[config.mk]
export PLATFORM = sky130hd
export DESIGN_NAME = resp_command_stream_parser
export DESIGN_NICKNAME = d
export VERILOG_FILES = /design/src/design/rcsp_pkg.sv /design/src/design/resp_command_stream_parser.sv
export SDC_FILE = /design/constraint.sdc
export NUM_CORES = 1
export LEC_CHECK = 0
export ABC_AREA = 1
export BUFFER_PORTS_ARGS = -buffer_cell sky130_fd_sc_hd__buf_4
export CAP_MARGIN = 20
export CORE_ASPECT_RATIO = 0.5
export CORE_MARGIN = 5
export CORE_UTILIZATION = 31
export CTS_BUF_LIST = sky130_fd_sc_hd__clkbuf_16
export DETAILED_ROUTE_END_ITERATION = 10
export GPL_ROUTABILITY_DRIVEN = 0
export HOLD_SLACK_MARGIN = 0.05
export MAX_ROUTING_LAYER = met4
export PLACE_DENSITY = 0.49
export SLEW_MARGIN = 20
export SYNTH_ARGS = -nofsm -noshare
export SYNTH_HDL_FRONTEND = slang
export SYNTH_SLANG_ARGS = --single-unit
[constraint.sdc]
create_clock -name clk -period 8.95 [get_ports clk]
set_input_delay 0 -clock clk [delete_from_list [all_inputs] [get_ports clk]]
set_output_delay 0 -clock clk [all_outputs]
set_load 0.05 [all_outputs]
[src/design/rcsp_pkg.sv]
`default_nettype none
// ----------------------------------------------------------------------------
// rcsp_pkg
// Shared types and constants for the RESP command stream parser.
// ----------------------------------------------------------------------------
package rcsp_pkg;

  localparam int COUNT_BITS  = 16;
  localparam int LENGTH_BITS = 32;
  localparam int ACC_BITS    = 33;

  localparam logic [ACC_BITS-1:0] ACC_CAP = {ACC_BITS{1'b1}};

  localparam logic [15:0] MAX_ELEMENTS_RESET    = 16'd1024;
  localparam logic [31:0] MAX_BULK_LENGTH_RESET = 32'd536870912;

  // register indexes on the config port
  localparam logic REG_MAX_ELEMENTS    = 1'b0;
  localparam logic REG_MAX_BULK_LENGTH = 1'b1;

  localparam logic [7:0] CHAR_STAR   = 8'h2a;
  localparam logic [7:0] CHAR_DOLLAR = 8'h24;
  localparam logic [7:0] CHAR_CR     = 8'h0d;
  localparam logic [7:0] CHAR_LF     = 8'h0a;
  localparam logic [7:0] CHAR_MINUS  = 8'h2d;
  localparam logic [7:0] CHAR_ZERO   = 8'h30;
  localparam logic [7:0] CHAR_NINE   = 8'h39;

  localparam logic [1:0] KIND_DATA     = 2'd0;
  localparam logic [1:0] KIND_ELEM_END = 2'd1;
  localparam logic [1:0] KIND_EMPTY    = 2'd2;
  localparam logic [1:0] KIND_ERROR    = 2'd3;

  localparam logic [2:0] ERR_TYPE     = 3'd0;
  localparam logic [2:0] ERR_NUMBER   = 3'd1;
  localparam logic [2:0] ERR_NEGATIVE = 3'd2;
  localparam logic [2:0] ERR_CRLF     = 3'd3;
  localparam logic [2:0] ERR_LIMIT    = 3'd4;

  typedef enum logic [3:0] {
    PH_STAR     = 4'd0,
    PH_COUNT    = 4'd1,
    PH_COUNT_LF = 4'd2,
    PH_DOLLAR   = 4'd3,
    PH_LEN      = 4'd4,
    PH_LEN_LF   = 4'd5,
    PH_DATA     = 4'd6,
    PH_DATA_CR  = 4'd7,
    PH_DATA_LF  = 4'd8
  } phase_t;

endpackage : rcsp_pkg
`default_nettype wire

[src/design/resp_command_stream_parser.sv]
`default_nettype none
// ----------------------------------------------------------------------------
// resp_command_stream_parser
// Parses '*' count CRLF then count '$' length CRLF data CRLF elements, one
// stream byte per cycle while the result side takes its words, giving data
// bytes, element ends, empty commands and error codes.
// ----------------------------------------------------------------------------
// result: a result word is on the output register in the cycle after its byte
//   is accepted
// throughput: one byte per cycle; the single output register lets the next
//   byte in whenever it is empty or being drained in the same cycle
// reset: synchronous rst returns the parser to waiting for '*', clears the
//   number and counters and loads the limit registers with their defaults
module resp_command_stream_parser
  import rcsp_pkg::*;
(
  input  wire logic        clk,
  input  wire logic        rst,
  // request byte stream
  input  wire logic        stream_valid,
  output logic             stream_ready,
  input  wire logic [7:0]  stream_byte,
  // result stream
  output logic             result_valid,
  input  wire logic        result_ready,
  output logic [1:0]       kind,
  output logic [7:0]       data_byte,
  output logic [15:0]      element_index,
  output logic             null_element,
  output logic             command_done,
  output logic [2:0]       error_code,
  // config port
  input  wire logic        psel,
  input  wire logic        penable,
  input  wire logic        pwrite,
  input  wire logic [2:0]  paddr,
  input  wire logic [31:0] pwdata,
  output logic [31:0]      prdata,
  output logic             pready
);

  phase_t phase, phase_next;

  logic [15:0]         max_elements;
  logic [31:0]         max_bulk_length;
  logic [ACC_BITS-1:0] number_accumulator, number_accumulator_next;
  logic                number_negative, number_negative_next;
  logic                digit_seen, digit_seen_next;
  logic [15:0]         elements_left, elements_left_next;
  logic [31:0]         bytes_left, bytes_left_next;
  logic [15:0]         current_index, current_index_next;

  logic        take;
  logic        is_digit;
  logic        minus_ok;
  logic        cr_ok;
  logic        num_err;
  logic [ACC_BITS+3:0] acc_sum;
  logic [ACC_BITS-1:0] acc_digit;
  logic        neg_nonzero;
  logic        neg_one;
  logic        count_over;
  logic        len_over;
  logic        last_elem;

  logic        fail;
  logic [2:0]  fail_code;
  logic        emit;
  logic [1:0]  res_kind;
  logic [7:0]  res_data;
  logic [15:0] res_index;
  logic        res_null;
  logic        res_done;
  logic        elem_end;

  // config port
  assign pready = 1'b1;

  always_ff @(posedge clk) begin
    if (rst) begin
      max_elements    <= MAX_ELEMENTS_RESET;
      max_bulk_length <= MAX_BULK_LENGTH_RESET;
    end else if (psel && penable && pwrite) begin
      if (paddr[2] == REG_MAX_ELEMENTS) begin
        max_elements <= pwdata[15:0];
      end else begin
        max_bulk_length <= pwdata;
      end
    end
  end

  always_comb begin
    if (paddr[2] == REG_MAX_BULK_LENGTH) begin
      prdata = max_bulk_length;
    end else begin
      prdata = {16'd0, max_elements};
    end
  end

  // handshake
  assign stream_ready = !result_valid || result_ready;
  assign take         = stream_valid && stream_ready;

  // number text decode
  assign is_digit  = (stream_byte >= CHAR_ZERO) && (stream_byte <= CHAR_NINE);
  assign minus_ok  = (stream_byte == CHAR_MINUS) && !digit_seen && !number_negative;
  assign cr_ok     = (stream_byte == CHAR_CR) && digit_seen;
  assign num_err   = !is_digit && !minus_ok && !cr_ok;

  // acc * 10 + digit, saturating
  assign acc_sum   = {1'b0, number_accumulator, 3'b000} + {3'b000, number_accumulator, 1'b0}
                   + {{(ACC_BITS+0){1'b0}}, stream_byte[3:0]};
  assign acc_digit = (|acc_sum[ACC_BITS+3:ACC_BITS]) ? ACC_CAP : acc_sum[ACC_BITS-1:0];

  assign neg_nonzero = number_negative && (number_accumulator != '0);
  assign neg_one     = number_negative && (number_accumulator == ACC_BITS'(1));
  assign count_over  = (number_accumulator > {{(ACC_BITS-16){1'b0}}, max_elements})
                    || (|number_accumulator[ACC_BITS-1:COUNT_BITS]);
  assign len_over    = (number_accumulator > {{(ACC_BITS-32){1'b0}}, max_bulk_length})
                    || (|number_accumulator[ACC_BITS-1:LENGTH_BITS]);
  assign last_elem   = (elements_left[15:1] == 15'd0);

  // error decode
  always_comb begin
    fail      = 1'b0;
    fail_code = ERR_TYPE;
    unique case (phase)
      PH_STAR: begin
        fail = (stream_byte != CHAR_STAR);
      end
      PH_COUNT, PH_LEN: begin
        fail      = num_err;
        fail_code = ERR_NUMBER;
      end
      PH_COUNT_LF: begin
        if (stream_byte != CHAR_LF) begin
          fail      = 1'b1;
          fail_code = ERR_CRLF;
        end else if (neg_nonzero) begin
          fail      = 1'b1;
          fail_code = ERR_NEGATIVE;
        end else if (count_over) begin
          fail      = 1'b1;
          fail_code = ERR_LIMIT;
        end
      end
      PH_DOLLAR: begin
        fail = (stream_byte != CHAR_DOLLAR);
      end
      PH_LEN_LF: begin
        if (stream_byte != CHAR_LF) begin
          fail      = 1'b1;
          fail_code = ERR_CRLF;
        end else if (neg_one) begin
          fail = 1'b0;
        end else if (neg_nonzero) begin
          fail      = 1'b1;
          fail_code = ERR_NEGATIVE;
        end else if (len_over) begin
          fail      = 1'b1;
          fail_code = ERR_LIMIT;
        end
      end
      PH_DATA: begin
        fail = 1'b0;
      end
      PH_DATA_CR: begin
        fail      = (stream_byte != CHAR_CR);
        fail_code = ERR_CRLF;
      end
      PH_DATA_LF: begin
        fail      = (stream_byte != CHAR_LF);
        fail_code = ERR_CRLF;
      end
      default: begin
        fail = 1'b1;
      end
    endcase
  end

  // element end happens on a null length or on the data trailer LF
  assign elem_end = !fail && (((phase == PH_LEN_LF) && neg_one) || (phase == PH_DATA_LF));

  // next phase
  always_comb begin
    phase_next = phase;
    if (take) begin
      if (fail) begin
        phase_next = PH_STAR;
      end else begin
        unique case (phase)
          PH_STAR:     phase_next = PH_COUNT;
          PH_COUNT:    phase_next = cr_ok ? PH_COUNT_LF : PH_COUNT;
          PH_COUNT_LF: phase_next = (number_accumulator == '0) ? PH_STAR : PH_DOLLAR;
          PH_DOLLAR:   phase_next = PH_LEN;
          PH_LEN:      phase_next = cr_ok ? PH_LEN_LF : PH_LEN;
          PH_LEN_LF: begin
            if (neg_one) begin
              phase_next = last_elem ? PH_STAR : PH_DOLLAR;
            end else if (number_accumulator == '0) begin
              phase_next = PH_DATA_CR;
            end else begin
              phase_next = PH_DATA;
            end
          end
          PH_DATA:     phase_next = (bytes_left <= 32'd1) ? PH_DATA_CR : PH_DATA;
          PH_DATA_CR:  phase_next = PH_DATA_LF;
          PH_DATA_LF:  phase_next = last_elem ? PH_STAR : PH_DOLLAR;
          default:     phase_next = PH_STAR;
        endcase
      end
    end
  end

  // results and datapath next values
  always_comb begin
    emit      = 1'b0;
    res_kind  = KIND_DATA;
    res_data  = 8'd0;
    res_index = current_index;
    res_null  = 1'b0;
    res_done  = 1'b0;

    number_accumulator_next = number_accumulator;
    number_negative_next    = number_negative;
    digit_seen_next         = digit_seen;
    elements_left_next      = elements_left;
    bytes_left_next         = bytes_left;
    current_index_next      = current_index;

    if (take) begin
      // number only survives while its text is being read
      if (!fail && (phase == PH_COUNT || phase == PH_LEN)) begin
        if (is_digit) begin
          number_accumulator_next = acc_digit;
          digit_seen_next         = 1'b1;
        end else if (minus_ok) begin
          number_negative_next = 1'b1;
        end
      end else if (phase != PH_COUNT_LF && phase != PH_LEN_LF && !fail) begin
        number_accumulator_next = '0;
        number_negative_next    = 1'b0;
        digit_seen_next         = 1'b0;
      end else begin
        number_accumulator_next = '0;
        number_negative_next    = 1'b0;
        digit_seen_next         = 1'b0;
      end

      if (fail) begin
        emit               = 1'b1;
        res_kind           = KIND_ERROR;
        elements_left_next = '0;
        bytes_left_next    = '0;
        current_index_next = '0;
      end else if (elem_end) begin
        emit     = 1'b1;
        res_kind = KIND_ELEM_END;
        res_null = (phase == PH_LEN_LF);
        res_done = last_elem;
        if (last_elem) begin
          elements_left_next = '0;
          current_index_next = '0;
        end else begin
          elements_left_next = elements_left - 16'd1;
          current_index_next = current_index + 16'd1;
        end
      end else if (phase == PH_COUNT_LF) begin
        current_index_next = '0;
        if (number_accumulator == '0) begin
          emit      = 1'b1;
          res_kind  = KIND_EMPTY;
          res_index = '0;
        end else begin
          elements_left_next = number_accumulator[15:0];
        end
      end else if (phase == PH_LEN_LF) begin
        bytes_left_next = number_accumulator[31:0];
      end else if (phase == PH_DATA) begin
        emit     = 1'b1;
        res_kind = KIND_DATA;
        res_data = stream_byte;
        if (bytes_left != '0) begin
          bytes_left_next = bytes_left - 32'd1;
        end
      end
    end
  end

  always_ff @(posedge clk) begin
    if (rst) begin
      phase              <= PH_STAR;
      number_accumulator <= '0;
      number_negative    <= 1'b0;
      digit_seen         <= 1'b0;
      elements_left      <= '0;
      bytes_left         <= '0;
      current_index      <= '0;
      result_valid       <= 1'b0;
    end else begin
      phase              <= phase_next;
      number_accumulator <= number_accumulator_next;
      number_negative    <= number_negative_next;
      digit_seen         <= digit_seen_next;
      elements_left      <= elements_left_next;
      bytes_left         <= bytes_left_next;
      current_index      <= current_index_next;
      if (take && emit) begin
        result_valid <= 1'b1;
      end else if (result_ready) begin
        result_valid <= 1'b0;
      end
    end
  end

  // output word register
  always_ff @(posedge clk) begin
    if (take && emit) begin
      kind          <= res_kind;
      data_byte     <= res_data;
      element_index <= res_index;
      null_element  <= res_null;
      command_done  <= res_done;
      error_code    <= (res_kind == KIND_ERROR) ? fail_code : ERR_TYPE;
    end
  end

  // checks
  a_fail_restarts: assert property (@(posedge clk) disable iff (rst)
    take && fail |=> phase == PH_STAR)
    else $error("parser did not restart after an error");

  a_star_clean: assert property (@(posedge clk) disable iff (rst)
    phase == PH_STAR |-> elements_left == '0 && current_index == '0)
    else $error("counters not clear while waiting for a command");

  a_data_pending: assert property (@(posedge clk) disable iff (rst)
    phase == PH_DATA |-> bytes_left != '0)
    else $error("data phase with no bytes left");

  a_done_on_end: assert property (@(posedge clk) disable iff (rst)
    result_valid && command_done |-> kind == KIND_ELEM_END)
    else $error("command done on a word that is not an element end");

  a_data_zero: assert property (@(posedge clk) disable iff (rst)
    result_valid && kind != KIND_DATA |-> data_byte == 8'd0)
    else $error("data byte set on a non-data word");

endmodule : resp_command_stream_parser
`default_nettype wire

==> results of run 1 <==
[final timing paths]
kind | slack (ns) | endpoint | start
setup / recovery | 3.80 | bytes_left[25] | number_accumulator[26]
hold / removal | 0.09 | max_bulk_length[0] | penable
setup reg to reg | 3.80 | bytes_left[25] | number_accumulator[26]
hold reg to reg | 0.48 | max_bulk_length[22] | max_bulk_length[22]
[metal layers]
| layer | track usage | vias to the layer above | share of wire |
|---|---|---|---|
| met3 | 0.02898 | 33 | 0.035 |
| met2 | 0.3044 | 206 | 0.45 |
| li1 | - | 7126 | - |
| met4 | 0.03411 | 0 | 0.012 |
| met5 | - | - | 0 |
| met1 | 0.2572 | 6411 | 0.50 |
[sequential cells by signal, indices dropped and copies added (netlist names)]
register            flops
bytes_left             32
command_done            1
current_index          16
data_byte               8
digit_seen              1
element_index          16
elements_left          16
error_code              3
kind                    2
max_bulk_length        32
max_elements           16
null_element            1
number_accumulator     33
number_negative         1
phase                   4
result_valid            1
[cell families (layout without fill, tap and decap cells)]
kind of cell,count (synthesis),count (layout),synth area share
AOI/OAI and AO/OA,368,368,0.1377
xor gates and xnor gates,74,74,0.04676
adders and majority gates,119,119,0.1085
buffers and inverters,360,479,0.1061
DFF,183,183,0.2867
muxes,1,1,0.0007222
other,1,1,0.0002706
and+or+nand+nor,994,994,0.3133
[repair_timing]
| action | in CTS | in global routing |
|---|---|---|
| hold buffers | 45 | 0 |
| resized for setup | 0 | 0 |
| endpoints found under the hold margin | 59 | 0 |
[cell usage in the layout (no fill, tap or decap), drive strengths merged, types with 51 or more instances in the layout]
cell and n:
nor2 268, nand2 409, o21ai 132, ha 117, dfxtp 152, inv 280, a21oi 206, buf 125
nand3 200, nand4 51
[cells in the mapped netlist (8+ instances only)]
cell type,number
a21oi_1,206
buf_6,9
buf_2,23
clkbuf_1,43
o21ai_0,129
edfxtp_1,31
nand2_1,403
a31oi_1,10
nor2_1,262
nand3_1,194
nand4_1,50
xnor2_1,30
ha_1,117
xor2_1,44
nor4_1,8
inv_1,269
dfxtp_1,152
nor3_1,43
[through the flow]
| step | std cells | area [µm²] | setup slack, ns | hold WS [ns] |
|---|---|---|---|---|
| 5_1_grt | 2807 | 16110 | 3.482 | 0.1755 |
| 3_3_place_gp | 2730 | 15120 | 3.886 | 0.2254 |
| 2_1_floorplan | 2100 | 13860 | 6.028 | 0.1264 |
| 4_1_cts | 2807 | 16110 | 3.864 | 0.08509 |
| 6_report | 2807 | 16110 | 3.802 | 0.08916 |
| 3_5_place_dp | 2730 | 15120 | 3.901 | 0.2298 |
[power by group]
group / switching, W / internal (W) / leakage (nW)
combinational: 0.000224 / 0.000119 / 5.91
clock: 0.000373 / 0.000370 / 0.267
sequential: 0.0000185 / 0.000866 / 1.55
[worst min-delay path, cell delays in order]
cell and delay (ns):
buf_4 0.11, nand3_1 0.09, nor2_1 0.09, o21ai_0 0.16, nor2_1 0.05
[area by class of cell]
class / instances / area (µm²)
fillers: 4846 / 27740
multi-input cells: 1557 / 8429
flip-flops and latches: 183 / 3974
repair buffers: 170 / 1389
inverters: 277 / 1040
well taps: 588 / 735.7
clock buffers: 18 / 450.4
clock inverters: 14 / 87.58
==> impl_metrics.yaml, run 1 <==
timing:
  rsz0062_at_grt: "false"
  post-route-min-period_ns: 5.148
  max-slew-margin-rel: 0.3319
  final_max_slew_viol_count: 0
  setup_viol: 0
  max_freq_mhz: 194.2
  setup_tns_ns: 0
  hold_violations: 0
  fin_crit_sh: 0.5752
  worstMarginPinSlew_ns: 1.002
  clock_skew_ns: 0.02298
hold_path:
  hold-path-cell-count: 5
  hold_path.class: "input pin to register"
setup_path:
  start_kind: "register"
  path_cells: "ha_1, nand4_1, nor4_1, nand3_1, nand3_1, nand3_1, nand2_2, nand2_2, nand2_1, buf_4, nand2_1, nand2_1, a21oi_1"
  crit_arrival_ns: 5.45
  cp_num_buf_inv: 1
  path_delay_family: "simple AND/OR/NAND/NOR gates"
  crit_path_end_kind: "register"
  critPathMaxFanout: 41
  cp_slowest_cell: "nor4_1"
  cp_data_required_time_ns: 9.25
  path_depth: 13
  rr_worst_depth: 13
  critPathKind: "register to register"
  cp_slowest_stage_delay_ns: 0.71
die:
  die_h_um: 159.5
  chipWidth_um: 309.0
  initial_utilization: 0.3161
  io_pins: 116
  row_count: 54
  core_area_mm2: 0.04385
  die_area_mm2: 0.04929
cells_and_area:
  final_util: 0.3673
  drive_gt1_frac: 0.08427
  n_antenna_cell: 0
  fin_nets: 2375
  area_growth_pct: 16.20
logic_synthesis:
  synth_fp_nets: 2269
  synthDistinctLibCells: 50
  synth-edff-count: 31
  synth_top_cell_by_area: "dfxtp_1"
  avgSynthCellArea_um2: 6.600
  yosysWarnings: 0
  async_reset_ff_frac: 0
  synth_cells: 2100
  synth_top_cell_area_share: 0.2196
  yosysSeqAreaShare: 0.2867
  ys_ff_latch: 183
  synthFlopType: "dfxtp_1"
  synth_area_leaders: "dfxtp_1, nand2_1, ha_1, a21oi_1, inv_1"
  netlist_area_mm2: 0.01386
route:
  drc: 0
  routed_via_density: 4.908
  vias: 13780
  ant_nets: 0
  drt_iter0_markers: 845
  wl_mm: 45.76
  wl_per_cell_um: 16.30
  first_pass_iters: 7
grt:
  antenna_found_initial: 0
  globalRouteTotalUtil: 0.1897
  grt_pass1_wl_mm: 73.33
  gr-total-overflow: 0
  grt_max_degree: 82
  grt_pass1_vias: 13300
cts:
  cts_tree: "yes"
  clkSinkCount: 183
  htreeDepth: 4
  clk_pin_slew_worst_paths_ns: 0.08
  insertion_delay_ns: 0.46
  cts_setup_buffers: 0
  cts_made_buffers: 17
  clock_path_buffers: 2
  cts-root-buf: "clkbuf_16"
place:
  port_buffers: 112
  dp_hpwl_mm: 32.98
run:
  drv_cap: 0
outcome:
  status: "finished, final reports clean"
power_and_ir_drop:
  power_w: 0.001971
  power.leakage_nw: 7.726
  p_per_area_mw_per_mm2: 122.4
  vdd_drop_max_v: 0.00007673
Power figures use the tool's default switching activity.
==> run 2: changes to the inputs <==
--- a/config.mk
+++ b/config.mk
@@ -16,7 +16,7 @@
 export GPL_ROUTABILITY_DRIVEN = 0
 export HOLD_SLACK_MARGIN = 0.05
 export MAX_ROUTING_LAYER = met4
-export PLACE_DENSITY = 0.49
+export PLACE_DENSITY = 0.51
 export SLEW_MARGIN = 20
 export SYNTH_ARGS = -nofsm -noshare
 export SYNTH_HDL_FRONTEND = slang
==> constraint.sdc (replaced) <==
create_clock -name clk -period 4.5 [get_ports clk]
set_input_delay 0 -clock clk [delete_from_list [all_inputs] [get_ports clk]]
set_output_delay 0 -clock clk [all_outputs]
set_load 0.05 [all_outputs]
==> run 2 against run 1 <==
Die area stayed put. Via count is 1.8% higher. Sequential power is 99% higher. Highest routed layer unchanged. Fmax is 30% higher.
==> impl_metrics.yaml, run 2 (synthesis results as in run 1) <==
setup_path:
  start_kind: "register"
  crit_path_end_kind: "register"
  cp_slowest_cell: "dfxtp_1"
  crit_arrival_ns: 4.19
  path_cells: "ha_1, a21o_1, nor2_1, nand2_1, a21oi_1, nand3_1, nand3_1, nand3_1, nand2_2, nand2_2, inv_1, nand3_1, nand2_1, inv_1"
  critPathMaxFanout: 16
  critPathKind: "register to register"
  cp_slowest_stage_delay_ns: 0.69
  cp_data_required_time_ns: 4.72
  cp_common_cell: "nand3_1"
grt:
  grt.met1_usage: 0.2622
  antenna_found_initial: 0
  gr-total-overflow: 0
  grt_max_degree: 72
  globalRouteTotalUtil: 0.1900
  met2_usage: 0.2983
  grt.met3_usage: 0.02605
  grt_pass1_vias: 13320
  grt-busiest-layer: "met2"
  grt_pass1_wl_mm: 73.20
cells_and_area:
  final_cell_mix: "nand2_1, inv_1, nor2_1, a21oi_1, nand3_1"
  multiInputGateArea_mm2: 0.008424
  drive_gt1_frac: 0.08834
  stdcell_area_mm2: 0.01627
  ff_latch_area_mm2: 0.003974
  largest_reg_flops: 33
  final_common_cell: "nand2_1"
  area_growth_pct: 17.41
  top_register: "number_accumulator"
  fin_nets: 2386
  n_antenna_cell: 0
  filler_cell_count: 4776
  reg.largest.list: "number_accumulator: 33 flops, bytes_left: 32 flops, max_bulk_length: 32 flops"
timing:
  rsz0062_at_grt: "false"
  fin_ws_ns: 0.5305
  fin_crit_sh: 0.8821
  max-slew-margin-rel: 0.3618
  setup_viol: 0
  final_max_slew_viol_count: 0
  setup_tns_ns: 0
  worstMarginPinSlew_ns: 0.9573
  clock_skew_ns: 0.01453
  max_freq_mhz: 251.9
  post-route-min-period_ns: 3.969
  hold_violations: 0
route:
  drt_iter0_markers: 905
  vias: 14020
  first_pass_iters: 5
  wl_mm: 46.00
  drc: 0
  wl_per_cell_um: 16.32
  routed_via_density: 4.977
  ant_nets: 0
place:
  port_buffers: 112
  dp_hpwl_mm: 33.30
  pre_cts_ws_ns: 0.6069
  placed_area_mm2: 0.01518
cts:
  htreeDepth: 4
  clock_path_buffers: 2
  cts_made_buffers: 17
  cts_tree: "yes"
  cts_setup_buffers: 0
  clk_pin_slew_worst_paths_ns: 0.08
  clkSinkCount: 183
  cts-root-buf: "clkbuf_16"
  insertion_delay_ns: 0.47
hold_path:
  hold_path.class: "input pin to register"
die:
  initial_utilization: 0.3161
  die_h_um: 159.5
  chipWidth_um: 309.0
  row_count: 54
  core_area_mm2: 0.04385
  io_pins: 116
  die_area_mm2: 0.04929
power_and_ir_drop:
  vdd_drop_max_v: 0.0002806
  power.leakage_nw: 7.807
  p_per_area_mw_per_mm2: 249.0
outcome:
  status: "finished, final reports clean"
run:
  drv_cap: 0
[run 2: routing by layer]
metal	routed length, µm	vias to the layer above
met5	0	-
met4	694	0
met3	1831	42
met2	20560	276
met1	22910	6564
li1	-	7142
[run 2: path summary, 6_finish.rpt]
path                                        startpoint                   to  slack (ns)  cells after the start
worst max-delay path            number_accumulator[24]     element_index[8]        0.53                     14
worst min-delay path                               rst     elements_left[8]        0.11                      4
worst max register to register  number_accumulator[24]     element_index[8]        0.53                     14
worst min register to register     max_bulk_length[12]  max_bulk_length[12]        0.49                      2
[run 2: stage by stage]
stage          utilization  std cells  power (W)  hold slack [ns]
4_1_cts             0.3711       2818   0.004108          0.09379
3_5_place_dp        0.3461       2737   0.002457           0.2287
3_3_place_gp        0.3461       2737   0.002452           0.2276
6_report            0.3711       2818   0.004052           0.1074
2_1_floorplan            -       2100   0.002266           0.1264
5_1_grt             0.3711       2818   0.004256           0.1320
[run 2: what timing repair did]
action                    in CTS  in global routing
hold buffers                  49                  0
hold endpoints to repair      63                  0
resized for setup              0                  0
[run 2: report_power, final]
part | switching (W) | total [W] | leakage [nW] | internal, W
logic | 0.000450 | 0.000689 | 5.96 | 0.000240
clock network | 0.000800 | 0.00160 | 0.299 | 0.000802
registers | 0.0000374 | 0.00176 | 1.55 | 0.00172
total | 0.00129 | 0.00405 | 7.81 | 0.00276
[run 2: area by class of cell]
class                      count  area share
clock buffer                  19     0.02922
clock inverter                13    0.007920
inverter                     277     0.06390
multi-input combinational   1557      0.5177
sequential                   183      0.2442
tap                          588     0.04521
timing repair buffer         181     0.09181
[run 2: worst max-delay path: cells and delay by family (launching register included)]
kind	cells	cell delay [ns]
and+or+nand+nor	9	1.80
DFF	1	0.69
adders and majority gates	1	0.37
AOI/OAI and AO/OA	2	0.52
buffers and inverters	2	0.34
